<file path="src/hdl/flc_pkg.sv">
// ----------------------------------------------------------------------------
// flc_pkg
// Shared sizes, codes and controller/datapath interface types for the
// lock coordinator.
// ----------------------------------------------------------------------------
package flc_pkg;

    localparam int QUEUE_DEPTH = 16;
    localparam int MAX_CLIENTS = 16;

    localparam int ID_W       = 22;
    localparam int COUNT_W    = 32;
    localparam int NCLI_W     = 5;
    localparam int ACTION_W   = 2;
    localparam int SLOT_OUT_W = 4;
    localparam int LEVEL_W    = 5;
    localparam int PADDR_W    = 3;
    localparam int PDATA_W    = 32;

    localparam int QP_W   = (QUEUE_DEPTH > 1) ? $clog2(QUEUE_DEPTH) : 1;
    localparam int QC_W   = $clog2(QUEUE_DEPTH + 1);
    localparam int SLOT_W = (MAX_CLIENTS > 1) ? $clog2(MAX_CLIENTS) : 1;
    localparam int USED_W = $clog2(MAX_CLIENTS + 1);
    localparam int LIM_W  = (USED_W > NCLI_W) ? USED_W : NCLI_W;

    localparam logic [NCLI_W-1:0] NUM_CLIENTS_RESET = NCLI_W'(16);

    typedef enum logic [ACTION_W-1:0] {
        ACT_REQUEST = 2'd0,
        ACT_RELEASE = 2'd1,
        ACT_GRANT   = 2'd2,
        ACT_OTHER   = 2'd3
    } action_t;

    typedef enum logic [2:0] {
        ST_QUEUED   = 3'd0,
        ST_GRANTED  = 3'd1,
        ST_HANDOFF  = 3'd2,
        ST_FREED    = 3'd3,
        ST_FULL     = 3'd4,
        ST_REJECTED = 3'd5,
        ST_UNKNOWN  = 3'd6
    } status_code_t;

    typedef struct packed {
        logic         latch_in;
        logic         q_push;
        logic         q_pop;
        logic         lock_set;
        logic         lock_clr;
        logic         gid_from_in;
        logic         gid_from_q;
        logic         lookup;
        logic         count;
        logic         emit;
        status_code_t code;
    } dp_cmd_t;

    typedef struct packed {
        action_t action;
        logic    lock_busy;
        logic    q_empty;
        logic    q_full;
    } dp_stat_t;

endpackage

</file>
<file path="src/hdl/flc_ctrl.sv">
// ----------------------------------------------------------------------------
// flc_ctrl
// Sequencer: decodes each transaction and steps the datapath through
// queue access, slot lookup, counter update and result issue.
// ----------------------------------------------------------------------------
module flc_ctrl
(
    input  logic              clk,
    input  logic              rst_n,
    input  logic              start,
    output logic              busy,
    input  flc_pkg::dp_stat_t stat,
    output flc_pkg::dp_cmd_t  cmd
);
    import flc_pkg::*;

    typedef enum logic [2:0] {
        S_IDLE,
        S_DECODE,
        S_LOADQ,
        S_LOOKUP,
        S_COUNT,
        S_RESULT
    } state_t;

    state_t       state_reg;
    state_t       state_next;
    status_code_t code_reg;
    status_code_t code_next;

    always_comb
    begin
        state_next      = state_reg;
        code_next       = code_reg;
        cmd             = '0;
        cmd.code        = code_reg;
        case (state_reg)
            S_IDLE:
            begin
                if (start)
                begin
                    cmd.latch_in = 1'b1;
                    state_next   = S_DECODE;
                end
            end
            S_DECODE:
            begin
                state_next = S_RESULT;
                case (stat.action)
                    ACT_REQUEST:
                    begin
                        if (!stat.lock_busy)
                        begin
                            cmd.lock_set    = 1'b1;
                            cmd.gid_from_in = 1'b1;
                            code_next       = ST_GRANTED;
                            state_next      = S_LOOKUP;
                        end
                        else if (!stat.q_full)
                        begin
                            cmd.q_push = 1'b1;
                            code_next  = ST_QUEUED;
                        end
                        else
                        begin
                            code_next = ST_FULL;
                        end
                    end
                    ACT_RELEASE:
                    begin
                        if (!stat.q_empty)
                        begin
                            cmd.q_pop    = 1'b1;
                            cmd.lock_set = 1'b1;
                            code_next    = ST_HANDOFF;
                            state_next   = S_LOADQ;
                        end
                        else
                        begin
                            cmd.lock_clr = 1'b1;
                            code_next    = ST_FREED;
                        end
                    end
                    ACT_GRANT: code_next = ST_REJECTED;
                    default:   code_next = ST_UNKNOWN;
                endcase
            end
            S_LOADQ:
            begin
                cmd.gid_from_q = 1'b1;
                state_next     = S_LOOKUP;
            end
            S_LOOKUP:
            begin
                cmd.lookup = 1'b1;
                state_next = S_COUNT;
            end
            S_COUNT:
            begin
                cmd.count  = 1'b1;
                state_next = S_RESULT;
            end
            S_RESULT:
            begin
                cmd.emit   = 1'b1;
                state_next = S_IDLE;
            end
            default: state_next = S_IDLE;
        endcase
    end

    always_ff @(posedge clk or negedge rst_n)
    begin
        if (!rst_n)
        begin
            state_reg <= S_IDLE;
            code_reg  <= ST_QUEUED;
        end
        else
        begin
            state_reg <= state_next;
            code_reg  <= code_next;
        end
    end

    assign busy = (state_reg != S_IDLE);

endmodule

</file>
<file path="src/hdl/flc_datapath.sv">
// ----------------------------------------------------------------------------
// flc_datapath
// Lock flag, wait FIFO, client slot table, per-slot grant counters and the
// result register.
// ----------------------------------------------------------------------------
module flc_datapath
(
    input  logic                          clk,
    input  logic                          rst_n,
    input  flc_pkg::dp_cmd_t              cmd,
    output flc_pkg::dp_stat_t             stat,
    input  logic [flc_pkg::ACTION_W-1:0]  action,
    input  logic [flc_pkg::ID_W-1:0]      requester_id,
    input  logic [flc_pkg::NCLI_W-1:0]    num_clients,
    output logic                          done,
    output logic [2:0]                    status,
    output logic                          grant_valid,
    output logic [flc_pkg::ID_W-1:0]      granted_id,
    output logic [flc_pkg::SLOT_OUT_W-1:0] granted_slot,
    output logic [flc_pkg::COUNT_W-1:0]   granted_count,
    output logic                          slot_overflow,
    output logic [flc_pkg::LEVEL_W-1:0]   queue_level
);
    import flc_pkg::*;

    localparam logic [QP_W:0] QD_EXT = (QP_W + 1)'(QUEUE_DEPTH);

    action_t             action_reg;
    logic [ID_W-1:0]     id_reg;
    logic                lock_busy_reg;
    logic [QP_W-1:0]     head_reg;
    logic [QC_W-1:0]     count_reg;
    logic [ID_W-1:0]     q_rdata_reg;
    logic [ID_W-1:0]     gid_reg;
    logic                grant_reg;
    logic [USED_W-1:0]   used_reg;
    logic [SLOT_W-1:0]   slot_reg;
    logic                found_reg;
    logic [COUNT_W-1:0]  cnt_val_reg;

    logic [ID_W-1:0]     queue_mem [QUEUE_DEPTH];
    logic [ID_W-1:0]     owner_reg [MAX_CLIENTS];
    logic [COUNT_W-1:0]  counter_reg [MAX_CLIENTS];

    logic                done_reg;
    status_code_t        status_reg;
    logic                grant_valid_reg;
    logic [ID_W-1:0]     granted_id_reg;
    logic [SLOT_OUT_W-1:0] granted_slot_reg;
    logic [COUNT_W-1:0]  granted_count_reg;
    logic                overflow_reg;
    logic [LEVEL_W-1:0]  level_reg;

    logic [QP_W:0]       tail_sum;
    logic [QP_W-1:0]     tail;
    logic [QP_W-1:0]     head_next;
    logic                q_full;
    logic                q_empty;
    logic [MAX_CLIENTS-1:0] match;
    logic [SLOT_W-1:0]   hit_slot;
    logic                hit;
    logic [LIM_W-1:0]    limit;
    logic                can_alloc;
    logic [COUNT_W-1:0]  cnt_inc;
    logic [31:0]         slot_wide;
    logic [31:0]         level_wide;

    // FIFO pointers
    always_comb
    begin
        tail_sum = {1'b0, head_reg} + (QP_W + 1)'(count_reg);
        if (tail_sum >= QD_EXT)
            tail_sum = tail_sum - QD_EXT;
        tail      = tail_sum[QP_W-1:0];
        head_next = (head_reg == QP_W'(QUEUE_DEPTH - 1)) ? '0 : head_reg + 1'b1;
        q_full    = (count_reg == QC_W'(QUEUE_DEPTH));
        q_empty   = (count_reg == '0);
    end

    // slot table search; owners of used slots are unique
    always_comb
    begin
        hit_slot = '0;
        for (int i = 0; i < MAX_CLIENTS; i++)
        begin
            match[i] = (USED_W'(i) < used_reg) && (owner_reg[i] == gid_reg);
            hit_slot = hit_slot | (match[i] ? SLOT_W'(i) : '0);
        end
        hit = |match;
        limit = (LIM_W'(num_clients) > LIM_W'(MAX_CLIENTS)) ?
                LIM_W'(MAX_CLIENTS) : LIM_W'(num_clients);
        can_alloc = (LIM_W'(used_reg) < limit);
        cnt_inc = counter_reg[slot_reg] + 1'b1;
        slot_wide = 32'(slot_reg);
        level_wide = 32'(count_reg);
    end

    assign stat.action    = action_reg;
    assign stat.lock_busy = lock_busy_reg;
    assign stat.q_empty   = q_empty;
    assign stat.q_full    = q_full;

    always_ff @(posedge clk)
    begin
        if (cmd.q_push)
            queue_mem[tail] <= id_reg;
        if (cmd.q_pop)
            q_rdata_reg <= queue_mem[head_reg];
    end

    always_ff @(posedge clk)
    begin
        if (cmd.lookup && !hit && can_alloc)
            owner_reg[SLOT_W'(used_reg)] <= gid_reg;
    end

    // control state
    always_ff @(posedge clk or negedge rst_n)
    begin
        if (!rst_n)
        begin
            lock_busy_reg <= 1'b0;
            head_reg      <= '0;
            count_reg     <= '0;
            used_reg      <= '0;
            grant_reg     <= 1'b0;
            found_reg     <= 1'b0;
            done_reg      <= 1'b0;
            for (int i = 0; i < MAX_CLIENTS; i++)
                counter_reg[i] <= '0;
        end
        else
        begin
            done_reg <= cmd.emit;
            if (cmd.lock_set)
                lock_busy_reg <= 1'b1;
            else if (cmd.lock_clr)
                lock_busy_reg <= 1'b0;
            if (cmd.q_push)
                count_reg <= count_reg + 1'b1;
            else if (cmd.q_pop)
            begin
                count_reg <= count_reg - 1'b1;
                head_reg  <= head_next;
            end
            if (cmd.latch_in)
                grant_reg <= 1'b0;
            else if (cmd.gid_from_in || cmd.gid_from_q)
                grant_reg <= 1'b1;
            if (cmd.lookup)
            begin
                found_reg <= hit || can_alloc;
                if (!hit && can_alloc)
                    used_reg <= used_reg + 1'b1;
            end
            if (cmd.count && found_reg)
                counter_reg[slot_reg] <= cnt_inc;
        end
    end

    // payload
    always_ff @(posedge clk)
    begin
        if (cmd.latch_in)
        begin
            action_reg <= action_t'(action);
            id_reg     <= requester_id;
        end
        if (cmd.gid_from_in)
            gid_reg <= id_reg;
        else if (cmd.gid_from_q)
            gid_reg <= q_rdata_reg;
        if (cmd.lookup)
            slot_reg <= hit ? hit_slot : (can_alloc ? SLOT_W'(used_reg) : '0);
        if (cmd.count)
            cnt_val_reg <= found_reg ? cnt_inc : '0;
        if (cmd.emit)
        begin
            status_reg        <= cmd.code;
            grant_valid_reg   <= grant_reg;
            granted_id_reg    <= grant_reg ? gid_reg : '0;
            granted_slot_reg  <= (grant_reg && found_reg) ? slot_wide[SLOT_OUT_W-1:0] : '0;
            granted_count_reg <= grant_reg ? cnt_val_reg : '0;
            overflow_reg      <= grant_reg && !found_reg;
            level_reg         <= level_wide[LEVEL_W-1:0];
        end
    end

    assign done          = done_reg;
    assign status        = status_reg;
    assign grant_valid   = grant_valid_reg;
    assign granted_id    = granted_id_reg;
    assign granted_slot  = granted_slot_reg;
    assign granted_count = granted_count_reg;
    assign slot_overflow = overflow_reg;
    assign queue_level   = level_reg;

endmodule

</file>
<file path="src/hdl/fifo_lock_coordinator.sv">
// ----------------------------------------------------------------------------
// fifo_lock_coordinator
// Central lock coordinator with a FIFO of waiting requesters and per-client
// grant counters.
//
// A transaction is taken when start is high and busy is low; action and
// requester_id are sampled then. Exactly one result follows: done is high
// for one cycle with status, grant fields and queue_level valid. The
// receiver cannot stall, so results are never held back.
// The controller walks decode, FIFO read, slot lookup and counter update,
// so the next transaction can be taken once it is back in idle. With no
// grant it goes from decode to the result; a request granted at once adds
// slot lookup and counter update, a handoff release also the FIFO read. done
// rises in the cycle in which the next start may be taken. num_clients sits
// at byte address 0 on the APB port (reset value 16) and is to be written
// only while idle, which the block does not enforce. pready is always high.
// Reset frees the lock, empties the FIFO, clears all slots and counters.
// ----------------------------------------------------------------------------
module fifo_lock_coordinator
(
    input  logic                           clk,
    input  logic                           rst_n,
    input  logic                           psel,
    input  logic                           penable,
    input  logic                           pwrite,
    input  logic [flc_pkg::PADDR_W-1:0]    paddr,
    input  logic [flc_pkg::PDATA_W-1:0]    pwdata,
    output logic [flc_pkg::PDATA_W-1:0]    prdata,
    output logic                           pready,
    input  logic                           start,
    output logic                           busy,
    input  logic [flc_pkg::ACTION_W-1:0]   action,
    input  logic [flc_pkg::ID_W-1:0]       requester_id,
    output logic                           done,
    output logic [2:0]                     status,
    output logic                           grant_valid,
    output logic [flc_pkg::ID_W-1:0]       granted_id,
    output logic [flc_pkg::SLOT_OUT_W-1:0] granted_slot,
    output logic [flc_pkg::COUNT_W-1:0]    granted_count,
    output logic                           slot_overflow,
    output logic [flc_pkg::LEVEL_W-1:0]    queue_level
);
    import flc_pkg::*;

    localparam logic REG_NUM_CLIENTS = 1'b0;

    logic [NCLI_W-1:0] num_clients_reg;
    logic              cfg_write;
    dp_cmd_t           cmd;
    dp_stat_t          dp_stat;

    assign pready    = 1'b1;
    assign cfg_write = psel && penable && pwrite && pready
                       && (paddr[PADDR_W-1] == REG_NUM_CLIENTS);

    always_ff @(posedge clk or negedge rst_n)
    begin
        if (!rst_n)
            num_clients_reg <= NUM_CLIENTS_RESET;
        else if (cfg_write)
            num_clients_reg <= pwdata[NCLI_W-1:0];
    end

    assign prdata = (paddr[PADDR_W-1] == REG_NUM_CLIENTS) ?
                    PDATA_W'(num_clients_reg) : '0;

    flc_ctrl u_ctrl
    (
        .clk   (clk),
        .rst_n (rst_n),
        .start (start),
        .busy  (busy),
        .stat  (dp_stat),
        .cmd   (cmd)
    );

    flc_datapath u_datapath
    (
        .clk           (clk),
        .rst_n         (rst_n),
        .cmd           (cmd),
        .stat          (dp_stat),
        .action        (action),
        .requester_id  (requester_id),
        .num_clients   (num_clients_reg),
        .done          (done),
        .status        (status),
        .grant_valid   (grant_valid),
        .granted_id    (granted_id),
        .granted_slot  (granted_slot),
        .granted_count (granted_count),
        .slot_overflow (slot_overflow),
        .queue_level   (queue_level)
    );

endmodule
</file>
<file path="config.mk">
export PLATFORM = sky130hd
export DESIGN_NAME = fifo_lock_coordinator
export DESIGN_NICKNAME = d
export VERILOG_FILES = /design/src/hdl/flc_pkg.sv /design/src/hdl/flc_ctrl.sv /design/src/hdl/flc_datapath.sv /design/src/hdl/fifo_lock_coordinator.sv
export SDC_FILE = /design/constraint.sdc
export NUM_CORES = 2
export LEC_CHECK = 0
export BUFFER_PORTS_ARGS = -buffer_cell sky130_fd_sc_hd__clkbuf_2
export CORE_MARGIN = 2
export CORE_UTILIZATION = 58
export CTS_CLUSTER_SIZE = 10
export DETAILED_ROUTE_END_ITERATION = 8
export PLACE_DENSITY = 0.75
export SYNTH_ARGS = -nofsm -noshare
export SYNTH_HDL_FRONTEND = slang
export SYNTH_SLANG_ARGS = --single-unit
</file>
<file path="constraint.sdc">
create_clock -name clk -period 6.95 [get_ports clk]
set_input_delay 0.3475 -clock clk [delete_from_list [all_inputs] [get_ports clk]]
set_output_delay 0.3475 -clock clk [all_outputs]
set_load 0.005 [all_outputs]
</file>
# --- Word level (Yosys, flattened, before mapping) ---
# Memories as Yosys holds them, arrays and structs flattened. A register that Yosys moved wholly into a read port is not among the register bits.
# Index checks and enable logic that the tools add are counted.
totals:
  reg_bits: 691
  mem_bits_rw: 704
  in_bits: 65
  out_inout_bits: 103
  elab_cells: 217
  n_memories: 2
op_classes:
  n_addsub: 7
  order_cmp: 21
  n_eq_ne: 26
  mux: 65
  bitwise: 17
  n_reduce_logical: 41
mem_list:
  columns: ["name", "depth", "word_bits", "read_ports", "rd_ports_with_merged_regs", "wr", "line_no", "source"]
  rows:
  - ["u_datapath.owner_reg", 16, 22, 16, 0, 1, "flc_datapath.sv:42", "logic [ID_W-1:0] owner_reg [MAX_CLIENTS];"]
  - ["u_datapath.queue_mem", 16, 22, 1, 1, 1, "flc_datapath.sv:41", "logic [ID_W-1:0] queue_mem [QUEUE_DEPTH];"]
op_table:
  columns: ["operator", "count"]
  rows:
  - ["512-bit bitwise mux", 1]
  - ["22-bit equality test", 16]
  - ["32-bit binary-select mux with 4-bit select", 1]
  - ["32-bit demux with 4-bit select", 1]
  - ["32-bit two-way mux", 3]
  - ["4-bit OR", 14]
  - ["4-bit two-way mux", 12]
  - ["22-bit two-way mux", 2]
  - ["4-bit by 5-bit less-than comparator with 1-bit output, first input constant", 8]
  - ["32-bit by 1-bit adder with 32-bit output, second input constant", 1]
  - ["3-bit two-way mux", 9]
  - ["1-bit logical AND", 26]
  - ["5-bit two-way mux", 5]
  - ["1-bit two-way mux", 24]
  - ["3-bit by 5-bit less-than comparator with 1-bit output, first input constant", 4]
  - ["16-bit OR reduction", 1]
  - ["3-bit case mux with 5 select lines", 1]
  - ["5-bit by 1-bit adder with 5-bit output, second input constant", 2]
  - ["5-bit greater-or-equal comparator, second input constant", 2]
  - ["1-bit by 5-bit less-than comparator with 1-bit output, first input constant", 2]
  - ["2-bit by 5-bit less-than comparator with 1-bit output, first input constant", 2]
  - ["3-bit case mux with 3 select lines", 1]
  - ["2-bit nonzero test", 4]
  - ["3-bit by 2-bit equality test with 1-bit output, second input constant", 2]
  - ["26 further kinds", 33]

# --- Depth between registers and ports, before layout ---
# An unclocked memory read counts as a cell.
depth:
  depth_word: 19
  ltp_mapped: 16
  depth_no_buf: 11

# --- Cells and area by module ---
# A second synthesis with hierarchy kept.
hier_totals:
  cells_unflattened: 3991
  area_unflattened_um2: 60072.6
by_module_without_submodules:
  columns: ["mod", "n_inst", "cells_per_inst", "area_each_um2", "seq_area_each_um2"]
  rows:
  - ["flc_datapath", 1, 3904, 59224.3, 39567.9]
  - ["fifo_lock_coordinator", 1, 46, 467.9, 126.4]
  - ["flc_ctrl", 1, 41, 380.4, 150.1]

# --- Least setup slack after synthesis ---
# OpenSTA, ideal clock, no wires.
synth_path:
  kind: "register to register"
  startpoint: "register u_datapath.gid_reg[21]"
  endpoint: "memory u_datapath.owner_reg[2][0] (enable)"
  t_arrival_ns: 4.174
  required_time_ns: 6.521
  setup_slack_ns: 2.348
  stages_incl_launch_ff: 12
  n_path_buf: 3
  synth_period_minus_slack_ns: 4.602
  cell_sequence: "edfxtp_1 buf_2 buf_4 xor2_1 nor4_1 nand4_1 o22ai_1 nand3b_1 nor4_1 nand2_1 clkbuf_1 nor3_1"
synth_via:
  elab_chain_cells: 8
  elab_cells_between_ends: 38
  cone_classes: "16 x eq/ne; 2 x mux; 20 x reduce/logical"
synth_lines:
  columns: ["item", "line_no", "source"]
  rows:
  - ["from (decl)", "flc_datapath.sv:34", "logic [ID_W-1:0] gid_reg;"]
  - ["from (signal assigned)", "flc_datapath.sv:170", "gid_reg <= id_reg;"]
  - ["from (signal assigned)", "flc_datapath.sv:172", "gid_reg <= q_rdata_reg;"]
  - ["22-bit equality test", "flc_datapath.sv:86", "match[i] = (USED_W'(i) < used_reg) && (owner_reg[i] == gid_reg);"]
  - ["1-bit logical AND", "flc_datapath.sv:86", null]
  - ["16-bit OR reduction *", "flc_datapath.sv:89", "hit = |match;"]
  - ["1-bit zero test *", "flc_datapath.sv:113", "if (cmd.lookup && !hit && can_alloc)"]
  - ["1-bit logical AND * (2 in series)", "flc_datapath.sv:113", null]
  - ["1-bit two-way mux *", "flc_datapath.sv:113", null]
  - ["1-bit two-way mux (not written as such) *", "flc_datapath.sv:114", "owner_reg[SLOT_W'(used_reg)] <= gid_reg;"]
  - ["to (decl)", "flc_datapath.sv:42", null]
# Every way passes the cells marked *; elsewhere a longest branch is shown, timed or not.

# --- Final worst setup path ---
layout_path:
  startpoint: "register u_datapath.gid_reg[12]"
  endpoint: "memory u_datapath.owner_reg[5][4] (enable)"
# Same word-level chain as after synthesis.

==> results.txt <==
The flow ran to the end, and the final reports show no timing, DRC or antenna violations. Number of flops mapped to enable cells by yosys: 876. Flip-flop and latch count after synthesis: 1417. In this run, the number of DRC markers left after iteration 0 of detailed routing was 3447. The tools report the startpoint type of the worst setup path as a flop. TritonCTS built the clock tree. For this design the ratio of total power to cell area is 346 nW/um^2. In this run, CTS created clock tree buffers numbering 161. The vertical die dimension was 324 um; the register area share after synthesis was 67.1%.

After global routing the overflow that remains totals 0. In this run the static leakage power is 25.0 nW. For the final routed database, the setup TNS stands at 0 ps.

After synthesis, the most frequently instantiated cells are sky130_fd_sc_hd__edfxtp_1 (876), sky130_fd_sc_hd__dfrtp_1 (540), sky130_fd_sc_hd__nand2_1 (417), sky130_fd_sc_hd__o21ai_0 (348), sky130_fd_sc_hd__nor2_1 (276). Once placement finished, the instance area stood at 61100 um^2. In this run the tightest slew margin relative to its limit is 11.5%. The register with the most flip-flops in the layout has 512 of them. Summed over all nets, the half-perimeter wirelength after detailed placement is 73900 um.

During I/O placement, the number of pins put on the boundary was 168. The horizontal die dimension is 324 um, and the data arrival time of the worst path is 5720 ps. The total count of max-transition violations in the final report was 0.

In the routed layout, each cell is associated on average with a via count of 6.03. The count of buffers added on input and output ports is 110. In the routed design, unresolved DRC markers number 0.

The worst path in the final design needs a cycle of 5300 ps, including I/O delays and setup. The worst path uses 76.2% of the clock period. On the final layout, the worst clock skew is 32.7 ps.

After clock tree synthesis, the clock-pin slew on the worst setup and hold paths is 50 ps. The logs give 105000 um^2 for the die area and 68 for the count of unique library cells instantiated by Yosys. The share of synthesized flip-flops with an asynchronous set or reset came out at 38.2%. Setup violations remaining at the end of the flow were counted as 0.

Counting instances, the worst hold path has a depth of 3. The first detailed-routing pass ran for 5 iterations. The most instantiated flip-flop cell in the synthesis netlist was sky130_fd_sc_hd__edfxtp_1. For the worst setup path, the data required time is 7370 ps.

In the final design database the tool counted 4358 nets. The path with the worst hold slack has its endpoint at num_clients_reg[1]. Of the cells placed in the final design, the portion with a size suffix greater than 1 is 15.6%.

The routed wire length is 135000 um, and the count of mapped cells out of synthesis is 4146. The tools report the initial core utilization as 58.5%. The synthesis-to-finish area growth was 11.2%.

The post-route standard cell area excluding fillers came out at 66000 um^2. The detail route stage leaves a number of antenna-violating nets equal to 0. The depth of the most critical reg-to-reg path came out at 10.

Yosys instantiated no cell more often than sky130_fd_sc_hd__edfxtp_1. Hold path startpoint: pwrite. The tools report the reg-to-reg critical path endpoint as u_datapath.owner_reg[5][4]. Post-synth design cell area: 59400 um^2.

The placement row count is 117, and the number of buffers inserted by post-CTS setup repair is 0. IR analysis of the VDD net gives a maximum drop of 0.288 mV. The core region is 102000 um^2. For the maximum number of pins on one net before global-route repair, the log shows 167.

The synthesized area divided by synthesized cell count works out to 14.3 um^2. The worst hold path belongs to the class input pin to flop. The placer congestion estimate was 0.818. In this run the clock root is driven by a sky130_fd_sc_hd__clkbuf_16. Number of failing hold endpoints at the final stage: 0. The post-cts sizing count is 0. The timing-limited maximum frequency is 189 MHz, and the routed wire length per instance is 23.5 um. The tools report the via count of the first global-routing pass as 34300.

The tools report the kind of end point of the critical path as a flop. The tool flagged a number of max-cap violations equal to 0. The run gives 34600 as the overall via count from detail_route.

After synthesis, the cell types taking the most area are sky130_fd_sc_hd__edfxtp_1 (44%), sky130_fd_sc_hd__dfrtp_1 (23%), sky130_fd_sc_hd__mux4_2 (4.9%). At the pin with the least slew margin, the transition time is 1320 ps. Setup repair after global routing left no endpoint under its margin.

The repair_antennas step left the layout with diodes totalling 0. The biggest area contributor in the post-synthesis netlist is sky130_fd_sc_hd__edfxtp_1. The tools report the reg-to-reg startpoint as u_datapath.gid_reg[12]. The first global-routing pass estimated 205000 um of wire. The clock passes through at most 3 buffers. Of all nets on the critical path, the largest fanout is 22. The overall track demand over capacity in global routing was 26.0%; the clock net sink count was 1417. Proportion of netlist area held by the largest area contributor: 44.3%. The flop-to-flop setup slack came out at 1650 ps. In this run the number of H-tree levels came out at 4.

The run gives 1 as the number of antenna violations at the first check in global routing. For this design, the CTS-stage hold fixing added 31 buffers. At the later pin of the worst-skew pair, clock insertion delay measures 770 ps. The critical path in this run is classified as flop to flop. For this run, the number of Yosys warnings is 0.
## where the power goes
part / internal [mW] / total, mW / switching [mW]
Sequential: 10.3 / 11.0 / 0.741
Clock: 4.41 / 7.60 / 3.19
Combinational: 1.66 / 4.27 / 2.60
## metrics by stage
| step | worst slack, ps | util [%] | power, mW | hold WS (ps) | cells |
|---|---|---|---|---|---|
| after global routing | 1470 | 65.0 | 23.9 | 129 | 5734 |
| after CTS | 1820 | 65.0 | 23.0 | 83.3 | 5734 |
| final | 1650 | 65.0 | 22.9 | 123 | 5734 |
| after detailed placement | 1930 | 60.1 | 15.4 | 408 | 5449 |
| after floorplan | 2350 | - | 13.9 | 51.9 | 4172 |
| after global placement | 2030 | 60.1 | 15.2 | 401 | 5449 |
## area by class of cell
class	count	area, um^2
clock buffers	240	4470
clock inverters	14	153
multi-input cells	2431	18100
flip-flops and latches	1417	39900
inverters	21	78.8
fillers	7131	35600
repair buffers	243	1700
well taps	1368	1710
## routing by layer
| layer | share of wire (%) | global-route usage, % |
|---|---|---|
| met2 | 46 | 39.5 |
| met1 | 43 | 38.5 |
| met5 | 0 | 0 |
| met3 | 7.5 | 4.71 |
| met4 | 2.6 | 8.57 |
## how the worst max path moves through the flow
stage,from,end,slack (ps),depth (start not counted)
finish,u_datapath.gid_reg[12],u_datapath.owner_reg[5][4],1650,10
global route,u_datapath.gid_reg[6],u_datapath.owner_reg[7][1],1470,9
CTS,u_datapath.gid_reg[12],u_datapath.owner_reg[5][4],1820,10
detailed placement,u_datapath.gid_reg[12],u_datapath.owner_reg[7][8],1930,9
global placement,u_datapath.gid_reg[21],u_datapath.owner_reg[7][15],2030,9
floorplan,u_datapath.gid_reg[21],u_datapath.owner_reg[2][0],2350,11
## logic make-up after synthesis
| logic type | after synthesis | synth area share (%) |
|---|---|---|
| flops | 1417 | 67.1 |
| simple gates | 968 | 7.32 |
| compound gates | 710 | 6.65 |
| xor+xnor | 396 | 6.11 |
| buf+inv | 324 | 3.01 |
| mux | 311 | 9.41 |
| fa+ha+maj | 18 | 0.404 |
| other cells | 2 | 0.0126 |
## placed cells by master (no fill, tap or decap), drive strengths merged, types with 64 or more instances in the layout
cell type / n
edfxtp: 876
dfrtp: 540
nand2: 419
o21ai: 360
clkbuf: 349
nor2: 276
a21oi: 220
xnor2: 203
xor2: 193
mux4: 177
buf: 103
a22oi: 71
mux2i: 69
mux2: 65
and2: 64
## critical path, stage by stage (launching register included)
cell and delay (ps):
sky130_fd_sc_hd__edfxtp_1 1080, sky130_fd_sc_hd__buf_4 470, sky130_fd_sc_hd__xor2_1 190, sky130_fd_sc_hd__nor4_1 90
sky130_fd_sc_hd__nand4_1 110, sky130_fd_sc_hd__nor4_1 90, sky130_fd_sc_hd__nand4b_1 220, sky130_fd_sc_hd__nor4_1 1120
sky130_fd_sc_hd__nand2_1 840, sky130_fd_sc_hd__nor3_2 380, sky130_fd_sc_hd__buf_4 350
Power figures use the tool's default switching activity.
